===== src/design/two_wheel_imu_odometry_macros.svh =====
// Assertion macros shared by the odometry RTL.
// Included by design files that carry concurrent checks; no dependencies.
`ifndef TWO_WHEEL_IMU_ODOMETRY_MACROS_SVH
`define TWO_WHEEL_IMU_ODOMETRY_MACROS_SVH

// Same-cycle implication, disabled in reset
`define TWIO_ASSERT_IMP(lbl, clk, rst, ante, cons) \
   lbl: assert property (@(posedge clk) disable iff (rst) (ante) |-> (cons)) \
      else $error("twio check failed");

// Next-cycle implication, disabled in reset
`define TWIO_ASSERT_NXT(lbl, clk, rst, ante, cons) \
   lbl: assert property (@(posedge clk) disable iff (rst) (ante) |=> (cons)) \
      else $error("twio check failed");

`endif


===== src/design/twio_pkg.sv =====
// Shared types, constants and helper functions for the odometry block.
// No dependencies; imported by the odometry top level and the CORDIC.
package twio_pkg;

   typedef enum logic [2:0] {
      ST_IDLE,
      ST_ANGLE,
      ST_ROTATE,
      ST_SCALE,
      ST_LOAD,
      ST_PROJECT,
      ST_SUM
   } state_type;

   localparam logic [2:0] CSR_RADIAL_SCALE     = 3'd0;
   localparam logic [2:0] CSR_TRANSVERSE_SCALE = 3'd1;
   localparam logic [2:0] CSR_WHEEL_OFFSET     = 3'd2;
   localparam logic [2:0] CSR_START_X          = 3'd3;
   localparam logic [2:0] CSR_START_Y          = 3'd4;

   localparam logic [31:0] RADIAL_SCALE_RST     = 32'd2618050;
   localparam logic [31:0] TRANSVERSE_SCALE_RST = 32'd26180;

   localparam logic [15:0] FULL_TURN    = 16'd36000;
   localparam logic [15:0] HALF_TURN    = 16'd18000;
   localparam logic [15:0] QUARTER_TURN = 16'd9000;
   localparam logic [15:0] THREE_QUARTER_TURN = 16'd27000;

   // radians per centidegree, Q46
   localparam logic signed [34:0] RAD_PER_CDEG = 35'sd12281662764;
   localparam logic signed [33:0] CORDIC_GAIN  = 34'sd652032874;
   localparam logic signed [33:0] ONE_Q30      = 34'sd1073741824;

   localparam int MUL_W = 33;

   function automatic logic signed [33:0] atan_lut(input logic [4:0] idx);
      logic signed [33:0] r;
      case (idx)
         5'd0:  r = 34'sd843314856;
         5'd1:  r = 34'sd497837829;
         5'd2:  r = 34'sd263043836;
         5'd3:  r = 34'sd133525158;
         5'd4:  r = 34'sd67021686;
         5'd5:  r = 34'sd33543515;
         5'd6:  r = 34'sd16775850;
         5'd7:  r = 34'sd8388437;
         5'd8:  r = 34'sd4194282;
         5'd9:  r = 34'sd2097149;
         5'd10: r = 34'sd1048575;
         5'd11: r = 34'sd524287;
         5'd12: r = 34'sd262143;
         5'd13: r = 34'sd131071;
         5'd14: r = 34'sd65535;
         5'd15: r = 34'sd32767;
         5'd16: r = 34'sd16383;
         5'd17: r = 34'sd8191;
         5'd18: r = 34'sd4095;
         5'd19: r = 34'sd2047;
         5'd20: r = 34'sd1023;
         5'd21: r = 34'sd511;
         5'd22: r = 34'sd255;
         5'd23: r = 34'sd127;
         5'd24: r = 34'sd63;
         5'd25: r = 34'sd31;
         5'd26: r = 34'sd15;
         5'd27: r = 34'sd8;
         5'd28: r = 34'sd4;
         5'd29: r = 34'sd2;
         default: r = 34'sd0;
      endcase
      return r;
   endfunction

   // Saturate a wide signed value to 32 bits
   function automatic logic signed [31:0] sat32(input logic signed [65:0] v);
      logic signed [31:0] r;
      if (v > 66'sd2147483647) begin
         r = 32'sh7fffffff;
      end else if (v < -66'sd2147483648) begin
         r = 32'sh80000000;
      end else begin
         r = v[31:0];
      end
      return r;
   endfunction

endpackage


===== src/design/twio_sermul.sv =====
// Bit-serial signed multiplier: one multiplier bit per cycle, LSB first.
// Depends on nothing; instanced by the odometry top level.
module twio_sermul #(
   parameter int W = 33
) (
   input  logic                    clock,
   input  logic                    reset,
   input  logic                    start,
   input  logic signed [W-1:0]     mcand,
   input  logic signed [W-1:0]     mplier,
   output logic                    done,
   output logic signed [2*W-1:0]   prod
);
   localparam int CW = $clog2(W);

   logic signed [W-1:0] mcand_ff, mcand_in;
   logic signed [W+1:0] hi_ff, hi_in;
   logic [W-1:0]        lo_ff, lo_in;
   logic [CW-1:0]       cnt_ff, cnt_in;
   logic                busy_ff, busy_in;
   logic                done_ff, done_in;
   logic signed [W+1:0] addend, sum;
   logic                last;

   assign last = (cnt_ff == CW'(W - 1));

   // add or subtract the multiplicand, then shift the pair right
   always_comb begin
      addend = '0;
      if (lo_ff[0]) begin
         addend = last ? -(W+2)'(mcand_ff) : (W+2)'(mcand_ff);
      end
      sum      = hi_ff + addend;
      mcand_in = mcand_ff;
      hi_in    = hi_ff;
      lo_in    = lo_ff;
      cnt_in   = cnt_ff;
      busy_in  = busy_ff;
      done_in  = 1'b0;
      if (start) begin
         mcand_in = mcand;
         hi_in    = '0;
         lo_in    = mplier;
         cnt_in   = '0;
         busy_in  = 1'b1;
      end else if (busy_ff) begin
         hi_in  = sum >>> 1;
         lo_in  = {sum[0], lo_ff[W-1:1]};
         cnt_in = cnt_ff + 1'b1;
         if (last) begin
            busy_in = 1'b0;
            done_in = 1'b1;
         end
      end
   end

   always_ff @(posedge clock) begin
      if (reset) begin
         busy_ff <= 1'b0;
         done_ff <= 1'b0;
         cnt_ff  <= '0;
      end else begin
         busy_ff <= busy_in;
         done_ff <= done_in;
         cnt_ff  <= cnt_in;
      end
      mcand_ff <= mcand_in;
      hi_ff    <= hi_in;
      lo_ff    <= lo_in;
   end

   assign done = done_ff;
   assign prod = {hi_ff[W-1:0], lo_ff};

endmodule


===== src/design/twio_cordic.sv =====
// Iterative rotation-mode CORDIC, one micro-rotation per cycle.
// Depends on twio_pkg for the arctangent table and gain constant.
module twio_cordic
   import twio_pkg::*;
#(
   parameter int CORDIC_STEPS = 16
) (
   input  logic               clock,
   input  logic               reset,
   input  logic               start,
   input  logic signed [33:0] angle,
   input  logic               flip,
   output logic               done,
   output logic signed [31:0] sin_out,
   output logic signed [31:0] cos_out
);
   localparam int SW = $clog2(CORDIC_STEPS);

   logic signed [33:0] x_ff, x_in, y_ff, y_in, z_ff, z_in;
   logic signed [33:0] xs, ys, at, xc, yc;
   logic [SW-1:0]      step_ff, step_in;
   logic               busy_ff, busy_in, done_ff, done_in, flip_ff, flip_in;

   always_comb begin
      xs      = x_ff >>> step_ff;
      ys      = y_ff >>> step_ff;
      at      = atan_lut(5'(step_ff));
      x_in    = x_ff;
      y_in    = y_ff;
      z_in    = z_ff;
      step_in = step_ff;
      busy_in = busy_ff;
      done_in = 1'b0;
      flip_in = flip_ff;
      if (start) begin
         x_in    = CORDIC_GAIN;
         y_in    = '0;
         z_in    = angle;
         step_in = '0;
         busy_in = 1'b1;
         flip_in = flip;
      end else if (busy_ff) begin
         // rotate toward zero residual angle
         if (!z_ff[33]) begin
            x_in = x_ff - ys;
            y_in = y_ff + xs;
            z_in = z_ff - at;
         end else begin
            x_in = x_ff + ys;
            y_in = y_ff - xs;
            z_in = z_ff + at;
         end
         step_in = step_ff + 1'b1;
         if (step_ff == SW'(CORDIC_STEPS - 1)) begin
            busy_in = 1'b0;
            done_in = 1'b1;
         end
      end
   end

   always_ff @(posedge clock) begin
      if (reset) begin
         busy_ff <= 1'b0;
         done_ff <= 1'b0;
         step_ff <= '0;
      end else begin
         busy_ff <= busy_in;
         done_ff <= done_in;
         step_ff <= step_in;
      end
      x_ff    <= x_in;
      y_ff    <= y_in;
      z_ff    <= z_in;
      flip_ff <= flip_in;
   end

   // clamp to unit range, negate for the half-turn fold
   always_comb begin
      xc = (x_ff > ONE_Q30) ? ONE_Q30 : ((x_ff < -ONE_Q30) ? -ONE_Q30 : x_ff);
      yc = (y_ff > ONE_Q30) ? ONE_Q30 : ((y_ff < -ONE_Q30) ? -ONE_Q30 : y_ff);
      if (flip_ff) begin
         xc = -xc;
         yc = -yc;
      end
   end

   assign done    = done_ff;
   assign cos_out = xc[31:0];
   assign sin_out = yc[31:0];

endmodule


===== src/design/two_wheel_imu_odometry.sv =====
// Two-wheel odometry with IMU heading: top-level sequencer and state.
// Depends on twio_pkg, twio_cordic, twio_sermul and the macros header.
//
// One item at a time. An item goes from accept to result through an angle
// state, the CORDIC (one step per cycle), a scaling pass of four parallel
// 33-bit bit-serial multipliers, a load state, a projection pass of the same
// multipliers and a summing state. A finished result waits in the output
// register while the next item is accepted. Config writes are taken every cycle.
`include "two_wheel_imu_odometry_macros.svh"
module two_wheel_imu_odometry
   import twio_pkg::*;
#(
   parameter int CORDIC_STEPS = 16
) (
   input  logic               clock,
   input  logic               reset,
   input  logic               req_valid,
   output logic               req_ready,
   input  logic               req_cmd,
   input  logic [15:0]        req_heading,
   input  logic signed [31:0] req_radial_count,
   input  logic signed [31:0] req_transverse_count,
   output logic               rsp_valid,
   input  logic               rsp_ready,
   output logic signed [31:0] rsp_pos_x,
   output logic signed [31:0] rsp_pos_y,
   input  logic               csr_valid,
   output logic               csr_ready,
   input  logic [2:0]         csr_index,
   input  logic [31:0]        csr_data
);
   state_type state_ff, state_in;

   logic [31:0]        rscale_ff, tscale_ff;
   logic signed [31:0] woff_ff, startx_ff, starty_ff;
   logic [31:0]        prev_rad_ff, prev_tra_ff;
   logic signed [31:0] prev_offx_ff, prev_offy_ff, track_x_ff, track_y_ff;
   logic signed [31:0] dr_ff, dt_ff;
   logic               cmd_ff, flip_ff;
   logic signed [14:0] ang_ff;
   logic signed [31:0] offx_ff, offy_ff, mr_ff, mt_ff;
   logic signed [41:0] dx_ff, dy_ff;
   logic               rsp_valid_ff;

   logic               req_beat, out_free;
   logic [15:0]        h_mod, h_rel;
   logic signed [14:0] ang_new;
   logic               flip_new;
   logic signed [49:0] zp;
   logic               cor_start, cor_done;
   logic signed [31:0] sin_v, cos_v;
   logic               mul_start;
   logic [3:0]         mul_done;
   logic signed [MUL_W-1:0]   ma [4];
   logic signed [MUL_W-1:0]   mb [4];
   logic signed [2*MUL_W-1:0] mp [4];
   logic signed [65:0] sh0, sh1, sh2, sh3, sumx, sumy;
   logic signed [41:0] nx, ny;

   assign req_ready = (state_ff == ST_IDLE);
   assign req_beat  = req_valid && req_ready;
   assign out_free  = !rsp_valid_ff || rsp_ready;
   assign csr_ready = 1'b1;

   // fold heading into [-9000, 9000] centidegrees
   always_comb begin
      h_mod    = (req_heading >= FULL_TURN) ? req_heading - FULL_TURN : req_heading;
      flip_new = 1'b0;
      h_rel    = h_mod;
      if (h_mod > QUARTER_TURN && h_mod <= THREE_QUARTER_TURN) begin
         h_rel    = h_mod - HALF_TURN;
         flip_new = 1'b1;
      end else if (h_mod > THREE_QUARTER_TURN) begin
         h_rel = h_mod - FULL_TURN;
      end
      ang_new = h_rel[14:0];
   end

   // angle to Q2.30 radians, rounded
   assign zp        = 50'(ang_ff) * 50'(RAD_PER_CDEG) + 50'sd32768;
   assign cor_start = (state_ff == ST_ANGLE);

   twio_cordic #(.CORDIC_STEPS(CORDIC_STEPS)) u_cordic (
      .clock   (clock),
      .reset   (reset),
      .start   (cor_start),
      .angle   (zp[49:16]),
      .flip    (flip_ff),
      .done    (cor_done),
      .sin_out (sin_v),
      .cos_out (cos_v)
   );

   // operand select: scaling pass after CORDIC, projection pass after load
   always_comb begin
      mul_start = 1'b0;
      ma[0] = MUL_W'(woff_ff);
      mb[0] = MUL_W'(cos_v);
      ma[1] = MUL_W'(woff_ff);
      mb[1] = MUL_W'(sin_v);
      ma[2] = MUL_W'(dr_ff);
      mb[2] = MUL_W'({1'b0, rscale_ff});
      ma[3] = MUL_W'(dt_ff);
      mb[3] = MUL_W'({1'b0, tscale_ff});
      if (state_ff == ST_ROTATE && cor_done) begin
         mul_start = 1'b1;
      end else if (state_ff == ST_LOAD) begin
         mul_start = 1'b1;
         ma[0] = MUL_W'(mr_ff);
         mb[0] = MUL_W'(sin_v);
         ma[1] = MUL_W'(mt_ff);
         mb[1] = MUL_W'(cos_v);
         ma[2] = MUL_W'(mr_ff);
         mb[2] = MUL_W'(cos_v);
         ma[3] = MUL_W'(mt_ff);
         mb[3] = MUL_W'(sin_v);
      end
   end

   for (genvar g = 0; g < 4; g++) begin : g_mul
      twio_sermul #(.W(MUL_W)) u_mul (
         .clock  (clock),
         .reset  (reset),
         .start  (mul_start),
         .mcand  (ma[g]),
         .mplier (mb[g]),
         .done   (mul_done[g]),
         .prod   (mp[g])
      );
   end

   assign sh0  = 66'(mp[0]) >>> 30;
   assign sh1  = 66'(mp[1]) >>> 30;
   assign sh2  = 66'(mp[2]) >>> 8;
   assign sh3  = 66'(mp[3]) >>> 8;
   assign sumx = 66'(mp[0]) + 66'(mp[1]);
   assign sumy = 66'(mp[2]) - 66'(mp[3]);

   // new position: x offset change subtracted, y offset change added
   assign nx = track_x_ff + dx_ff - offx_ff + prev_offx_ff;
   assign ny = track_y_ff + dy_ff + offy_ff - prev_offy_ff;

   always_comb begin
      state_in = state_ff;
      case (state_ff)
         ST_IDLE:    if (req_beat) state_in = ST_ANGLE;
         ST_ANGLE:   state_in = ST_ROTATE;
         ST_ROTATE:  if (cor_done) state_in = ST_SCALE;
         ST_SCALE:   if (mul_done[0]) state_in = ST_LOAD;
         ST_LOAD:    state_in = ST_PROJECT;
         ST_PROJECT: if (mul_done[0]) state_in = ST_SUM;
         ST_SUM:     if (out_free) state_in = ST_IDLE;
         default:    state_in = ST_IDLE;
      endcase
   end

   always_ff @(posedge clock) begin
      if (reset) begin
         state_ff <= ST_IDLE;
      end else begin
         state_ff <= state_in;
      end
   end

   // config registers
   always_ff @(posedge clock) begin
      if (reset) begin
         rscale_ff <= RADIAL_SCALE_RST;
         tscale_ff <= TRANSVERSE_SCALE_RST;
         woff_ff   <= '0;
         startx_ff <= '0;
         starty_ff <= '0;
      end else if (csr_valid) begin
         case (csr_index)
            CSR_RADIAL_SCALE:     rscale_ff <= csr_data;
            CSR_TRANSVERSE_SCALE: tscale_ff <= csr_data;
            CSR_WHEEL_OFFSET:     woff_ff   <= csr_data;
            CSR_START_X:          startx_ff <= csr_data;
            CSR_START_Y:          starty_ff <= csr_data;
            default: ;
         endcase
      end
   end

   // tracker state and output
   always_ff @(posedge clock) begin
      if (reset) begin
         prev_rad_ff  <= '0;
         prev_tra_ff  <= '0;
         prev_offx_ff <= '0;
         prev_offy_ff <= '0;
         track_x_ff   <= '0;
         track_y_ff   <= '0;
         rsp_valid_ff <= 1'b0;
      end else begin
         if (rsp_valid_ff && rsp_ready) begin
            rsp_valid_ff <= 1'b0;
         end
         if (req_beat) begin
            prev_rad_ff <= req_radial_count;
            prev_tra_ff <= req_transverse_count;
         end
         if (state_ff == ST_SUM && out_free) begin
            prev_offx_ff <= offx_ff;
            prev_offy_ff <= offy_ff;
            track_x_ff   <= cmd_ff ? startx_ff : sat32(66'(nx));
            track_y_ff   <= cmd_ff ? starty_ff : sat32(66'(ny));
            rsp_valid_ff <= 1'b1;
         end
      end
   end

   // item payload
   always_ff @(posedge clock) begin
      if (req_beat) begin
         cmd_ff  <= req_cmd;
         flip_ff <= flip_new;
         ang_ff  <= ang_new;
         dr_ff   <= req_radial_count - prev_rad_ff;
         dt_ff   <= req_transverse_count - prev_tra_ff;
      end
      if (state_ff == ST_SCALE && mul_done[0]) begin
         offx_ff <= sat32(sh0);
         offy_ff <= sat32(sh1);
         mr_ff   <= sat32(sh2);
         mt_ff   <= sat32(sh3);
      end
      if (state_ff == ST_PROJECT && mul_done[0]) begin
         dx_ff <= 42'(sumx >>> 30);
         dy_ff <= 42'(sumy >>> 30);
      end
   end

   assign rsp_valid = rsp_valid_ff;
   assign rsp_pos_x = track_x_ff;
   assign rsp_pos_y = track_y_ff;

   `TWIO_ASSERT_IMP(a_mul_lockstep, clock, reset, mul_done[0], mul_done == 4'b1111)
   `TWIO_ASSERT_IMP(a_cordic_in_rotate, clock, reset, cor_done, state_ff == ST_ROTATE)
   `TWIO_ASSERT_NXT(a_sum_posts, clock, reset, state_ff == ST_SUM && out_free,
                    rsp_valid_ff && state_ff == ST_IDLE)
   `TWIO_ASSERT_IMP(a_rsp_from_sum, clock, reset, $rose(rsp_valid_ff),
                    $past(state_ff) == ST_SUM)

endmodule


===== config.mk =====
export PLATFORM = sky130hd
export DESIGN_NAME = two_wheel_imu_odometry
export DESIGN_NICKNAME = d
export VERILOG_FILES = /design/src/design/twio_pkg.sv /design/src/design/twio_sermul.sv /design/src/design/twio_cordic.sv /design/src/design/two_wheel_imu_odometry.sv
export VERILOG_INCLUDE_DIRS = /design/src /design/src/design
export SDC_FILE = /design/constraint.sdc
export NUM_CORES = 2
export LEC_CHECK = 0
export ABC_AREA = 1
export BUFFER_PORTS_ARGS = -buffer_cell sky130_fd_sc_hd__clkbuf_2
export CORE_AREA = 5 5 285 566
export CTS_CLUSTER_DIAMETER = 200
export DETAILED_ROUTE_END_ITERATION = 6
export DIE_AREA = 0 0 290 571
export MAX_ROUTING_LAYER = met4
export PLACE_DENSITY = 0.82
export SETUP_SLACK_MARGIN = 0.5
export SYNTH_ARGS = -nofsm -noshare
export SYNTH_HDL_FRONTEND = slang
export SYNTH_SLANG_ARGS = --single-unit

===== constraint.sdc =====
create_clock -name clock -period 7.7 [get_ports clock]
set_input_delay 1.155 -clock clock [delete_from_list [all_inputs] [get_ports clock]]
set_output_delay 1.155 -clock clock [all_outputs]
set_load 0.1 [all_outputs]

* Word level (Yosys, flattened, before mapping)
Memory sizes are Yosys's and may differ from the RTL's. A register that Yosys moved wholly into a read port is not among the register bits.
Index checks and enable logic that the tools add are counted.
** Operators by class
- Add/subtract/negate cells :: 35
- Multiply operators :: 1
- $lt $le $gt $ge :: 20
- Eq/ne operators :: 20
- Shift operators :: 2
- Muxes and demuxes :: 74
- Bitwise gates (word level) :: 2
- Reduce and logical (&&, ||, !) cells :: 27
** Operators by type and width (count)
- two-way mux 132 bit :: 4
- two-way mux 32 bit :: 16
- two-way mux 35 bit :: 8
- two-way mux 33 bit :: 8
- two-way mux 34 bit :: 5
- adder 34 x 35 -> 35 bit :: 4
- negation 33 -> 35 bit :: 4
- greater-than comparator 58 x 32 -> 1 bit (second input constant) :: 2
- less-than comparator 58 x 32 -> 1 bit (second input constant) :: 2
- adder 34 bit :: 3
- subtractor 34 bit :: 3
- greater-than comparator 39 x 32 -> 1 bit (second input constant) :: 2
- less-than comparator 39 x 32 -> 1 bit (second input constant) :: 2
- adder 32 x 36 -> 37 bit :: 2
- greater-than comparator 36 x 32 -> 1 bit (second input constant) :: 2
- less-than comparator 36 x 32 -> 1 bit (second input constant) :: 2
- greater-than comparator 34 x 32 -> 1 bit (second input constant) :: 2
- less-than comparator 34 x 31 -> 1 bit (second input constant) :: 2
- >>> shifter 34 x 4 -> 34 bit :: 2
- adder 66 bit :: 1
- subtractor 66 bit :: 1
- negation 32 bit :: 2
- subtractor 32 bit :: 2
- adder 50 x 17 -> 50 bit (second input constant) :: 1
- other kinds (37) :: 99
** Word-level totals
- Register bits after elaboration :: 1175
- ROM bits :: 480
- Input port bits :: 121
- Word-level logic and storage cells :: 234
- Memories :: 1
** Memory list
- (no name shown) :: words 16, width 30, read ports 1, clocked after Yosys merged registers in 1, wr ports 0, line twio_pkg.sv:38 : case (idx)

* Logic depth before layout (Yosys ltp)
- Depth after elaboration :: 8
- Mapped depth :: 38
- Mapped depth without buffers :: 35

* By module
From an unflattened synthesis, not the netlist that was laid out.
** Unflattened totals
- Cell total of the unflattened synthesis :: 15382
- Area total of the unflattened synthesis :: 104899.4 um^2
** Modules (own cells, without submodules)
- two_wheel_imu_odometry :: times used 1, cells an instance 8117, area each 56589.3 um^2
- twio_sermul at g_mul[0].u_mul ... :: times used 3, cells an instance 1007, area each 7282.0 um^2
- twio_cordic :: times used 1, cells an instance 3237, area each 19175.9 um^2
- twio_sermul at g_mul[3].u_mul :: times used 1, cells an instance 1007, area each 7288.2 um^2

* Worst setup path before layout
No wires, ideal clock.
- Path kind :: register to register
- From :: register state_ff[1]
- To :: register mr_ff[0], enable pin
- Arrival :: 5.897 ns
- Setup slack :: 1.187 ns
- Cell stages (with the launch flop) :: 5
- Buffers on the path :: 0
- Period minus slack after synthesis :: 6.513 ns
- Cell sequence :: dfxtp_1 -> inv_1 -> nor2_1 -> nand2_1 -> nor2_1
** On the way
- Longest elaborated chain between the ends :: 2
** Ends and longest elaborated chain
- start: declaration :: line two_wheel_imu_odometry.sv:32 : state_type state_ff, state_in;
- start signal: assignment :: line two_wheel_imu_odometry.sv:161 : state_ff <= state_in;
- equality test 3 x 2 -> 1 bit :: line two_wheel_imu_odometry.sv:222 : if (state_ff == ST_SCALE && mul_done[0]) begin
- logical AND 1 bit :: line two_wheel_imu_odometry.sv:222
- end signal: assignment :: line two_wheel_imu_odometry.sv:225 : mr_ff <= sat32(sh2);
- end: declaration :: line two_wheel_imu_odometry.sv:41 : logic signed [31:0] offx_ff, offy_ff, mr_ff, mt_ff;
No other way between the ends.
A chain may end at the register's enable or synchronous reset.

* Worst setup path in the final report
- From :: register ang_ff[13]
- To :: register u_cordic.z_ff[25], data pin
** On the way
- Longest elaborated chain between the ends :: 3
** Ends and longest elaborated chain
- start: declaration :: line two_wheel_imu_odometry.sv:40 : logic signed [14:0] ang_ff;
- start signal: assignment :: line two_wheel_imu_odometry.sv:218 : ang_ff <= ang_new;
- multiplier 15 x 33 -> 48 bit :: line two_wheel_imu_odometry.sv:80 : assign zp = 50'(ang_ff) * 50'(RAD_PER_CDEG) + 50'sd32768;
- adder 50 x 17 -> 50 bit :: line two_wheel_imu_odometry.sv:80
- two-way mux 34 bit :: line twio_cordic.sv:35 : if (start) begin
- named net u_cordic.z_in[25] :: line twio_cordic.sv:19 : logic signed [33:0] x_ff, x_in, y_ff, y_in, z_ff, z_in;
- end signal: assignment :: line twio_cordic.sv:73 : z_ff <= z_in;
- end: declaration :: line twio_cordic.sv:19
The timed path passes the listed nets, and every way through them passes these cells.

==> impl_metrics.json <==
{
  "synthSimpleGateAreaFrac_pct": 25.8,
  "end_kind": "flip-flop",
  "grt_pass1_vias": 95200,
  "yosys_register_bits": 1200,
  "async_reset_ff_share_pct": 0,
  "rsz0062_at_grt": "no",
  "synthAdderAreaFrac_pct": 14.6,
  "fin_skew_ps": 101,
  "arrival_ps": 7290,
  "worstSetupStartpointType": "flip-flop",
  "use_met3_pct": 7.43,
  "cts_buffers": 109,
  "min_path_type": "reg -> reg",
  "yosysSeqAreaShare_pct": 29.5,
  "critPathMaxStageDelay_ps": 570,
  "synth_compound_area_share_pct": 16.0,
  "mostFrequentLayoutCells": "3296 x nand2_1, 2196 x inv_1, 1466 x nor2_1",
  "antenna_found_initial": 26,
  "cts.sinks": 1200,
  "dieHeight_um": 571,
  "track_usage_pct": 42.7,
  "overflow": 0,
  "viasPerCell": 6.10,
  "cts_buffer_depth": 3,
  "clk_latency_ps": 800,
  "layout-drive-gt1-share_pct": 4.54,
  "htree_levels": 3,
  "synth_ff_type": "dfxtp_1",
  "synth_top_family_by_area": "simple AND/OR/NAND/NOR gates",
  "met1_usage_pct": 54.8,
  "grt_pass1_wl_um": 544000,
  "placed_cells": 16500,
  "post-dp-hpwl_um": 283000,
  "fp-row-count": 206,
  "first_pass_iters": 7,
  "cts.reportedPaths.clkPinSlew_ps": 80,
  "cts-root-buf": "clkbuf_16",
  "syn2layout_area_growth_pct": 6.69,
  "syn_area_um2": 101000,
  "ant_nets": 0,
  "setup_violations": 0,
  "fin_crit_sh_pct": 88.5,
  "syn_inst": 14600,
  "yosysWarnings": 0,
  "maxCapViolations": 0,
  "synthXorXnorAreaFrac_pct": 4.11,
  "final_common_cell": "nand2_1",
  "gp_congestion": 1.06,
  "finalHoldViolations": 0,
  "port_buffers": 186,
  "die_area_um2": 166000,
  "wl_per_cell_um": 21.5,
  "worstMarginPinSlew_ps": 1390,
  "grt_max_degree": 198,
  "worst_slack_ps": 883,
  "fin_crit_ps": 6820,
  "yosysUniqueCellTypes": 70,
  "dp_slack_ps": 544,
  "violations": "design-rule violations",
  "final_util_pct": 68.8,
  "met2_usage_pct": 64.5,
  "synth-edff-count": 576,
  "fin_tns_setup_ps": 0,
  "pin_count": 188,
  "tritoncts": "yes",
  "fmax_mhz": 147,
  "layout.nets": 15700,
  "drc": 5,
  "wl_um": 360000,
  "yosys-mux-area-fraction_pct": 0,
  "crit_top_cell": "nand2_1",
  "critPathKind": "reg -> reg",
  "gr-max-usage-layer": "met2",
  "final_max_slew_viol_count": 0,
  "required_ps": 8170,
  "crit_fanout": 6,
  "core-area_um2": 157000,
  "instances_no_fill": 16700,
  "drt_iter0_markers": 12900,
  "vias": 102000,
  "chipWidth_um": 290,
  "avgSynthCellArea_um2": 6.94,
  "postCtsHoldBufs": 0,
  "slowest_stage": "fa_1",
  "syn-num-nets": 15700,
  "initial_utilization_pct": 64.4,
  "status": "finished, violations left",
  "relSlewSlack_pct": 7.26
}
[timing repair]
| action | CTS | global route |
|---|---|---|
| buffers inserted | 0 | 21 |
| endpoints found under the setup margin | 0 | 24 |
| gates resized for setup | 0 | 16 |
[layout make-up]
type / count / area, um^2
Multi-Input combinational cell: 10700 / 61300
Fill cell: 13400 / 49000
Sequential cell: 1200 / 29800
Inverter: 2230 / 8390
Clock buffer: 136 / 3040
Tap cell: 2080 / 2600
Timing Repair Buffer: 286 / 1720
Clock inverter: 72 / 788
Antenna cell: 34 / 85.1
[path summary, 6_finish.rpt]
kind,startpoint,to,slack (ps),cells past startpoint
worst max-delay path,ang_ff[13]$_DFFE_PP_,u_cordic.z_ff[25]$_DFFE_PP_,880,28
worst min-delay path,prev_tra_ff[17]$_SDFFE_PP0P_,prev_tra_ff[17]$_SDFFE_PP0P_,460,2
worst max register to register,ang_ff[13]$_DFFE_PP_,u_cordic.z_ff[25]$_DFFE_PP_,880,28
worst min register to register,prev_tra_ff[17]$_SDFFE_PP0P_,prev_tra_ff[17]$_SDFFE_PP0P_,460,2
[Yosys cell counts (44+ instances only)]
cell type | count | area [um^2]
nand2_1 | 3299 | 12400
inv_1 | 2205 | 8280
nor2_1 | 1477 | 5540
a21oi_1 | 1324 | 6630
o21ai_0 | 1006 | 5030
nand3_1 | 925 | 4630
ha_1 | 727 | 9100
dfxtp_1 | 624 | 12500
edfxtp_1 | 576 | 17300
xor2_1 | 314 | 2750
clkbuf_1 | 295 | 1110
fa_1 | 283 | 5670
nor3_1 | 172 | 861
xnor2_1 | 160 | 1400
nand4_1 | 155 | 970
a31oi_1 | 131 | 820
o211ai_1 | 85 | 638
or2_2 | 59 | 369
buf_2 | 57 | 285
nor4_1 | 55 | 344
o21a_1 | 54 | 405
o22ai_1 | 52 | 325
o21bai_1 | 49 | 368
a21o_1 | 44 | 330
[critical path, delay by kind of cell, from the launching register on]
kind,cells,cell delay (ps)
adder cells (fa/ha/maj),7,3380
AND/OR/NAND/NOR,11,1240
buffers and inverters,7,670
AO/OA/AOI/OAI,2,580
flip-flops,1,520
XOR/XNOR,1,170
[stage by stage]
step	area [um^2]	hold slack, ps
2_1_floorplan	101000	400
3_3_place_gp	104000	430
3_5_place_dp	104000	445
4_1_cts	107000	459
5_1_grt	108000	478
6_report	108000	459
[flip-flops by register name, summed over array words and instances, names as in the netlist, 34 cells and up]
name / flops
g_mul.u_mul.hi_ff: 136
g_mul.u_mul.lo_ff: 132
g_mul.u_mul.mcand_ff: 128
dx_ff: 36
dy_ff: 36
u_cordic.x_ff: 34
u_cordic.y_ff: 34
u_cordic.z_ff: 34
[per-layer routing]
layer	wire (um)	part of all wire, %
met3	39300	11
met1	137000	38
met5	0	0
met4	26500	7.4
met2	157000	44
[cell families (layout without fill, tap and decap cells)]
group,count (synthesis),in the layout
DFF,1200,1200
buffers and inverters,2641,2724
AOI/OAI and AO/OA,2949,2949
other,1,35
adders and majority gates,1010,1010
xor gates and xnor gates,474,474
and+or+nand+nor,6275,6275
Power is not shown: default switching activity piles up to over one toggle a cycle in this logic, so the estimate is an artifact.
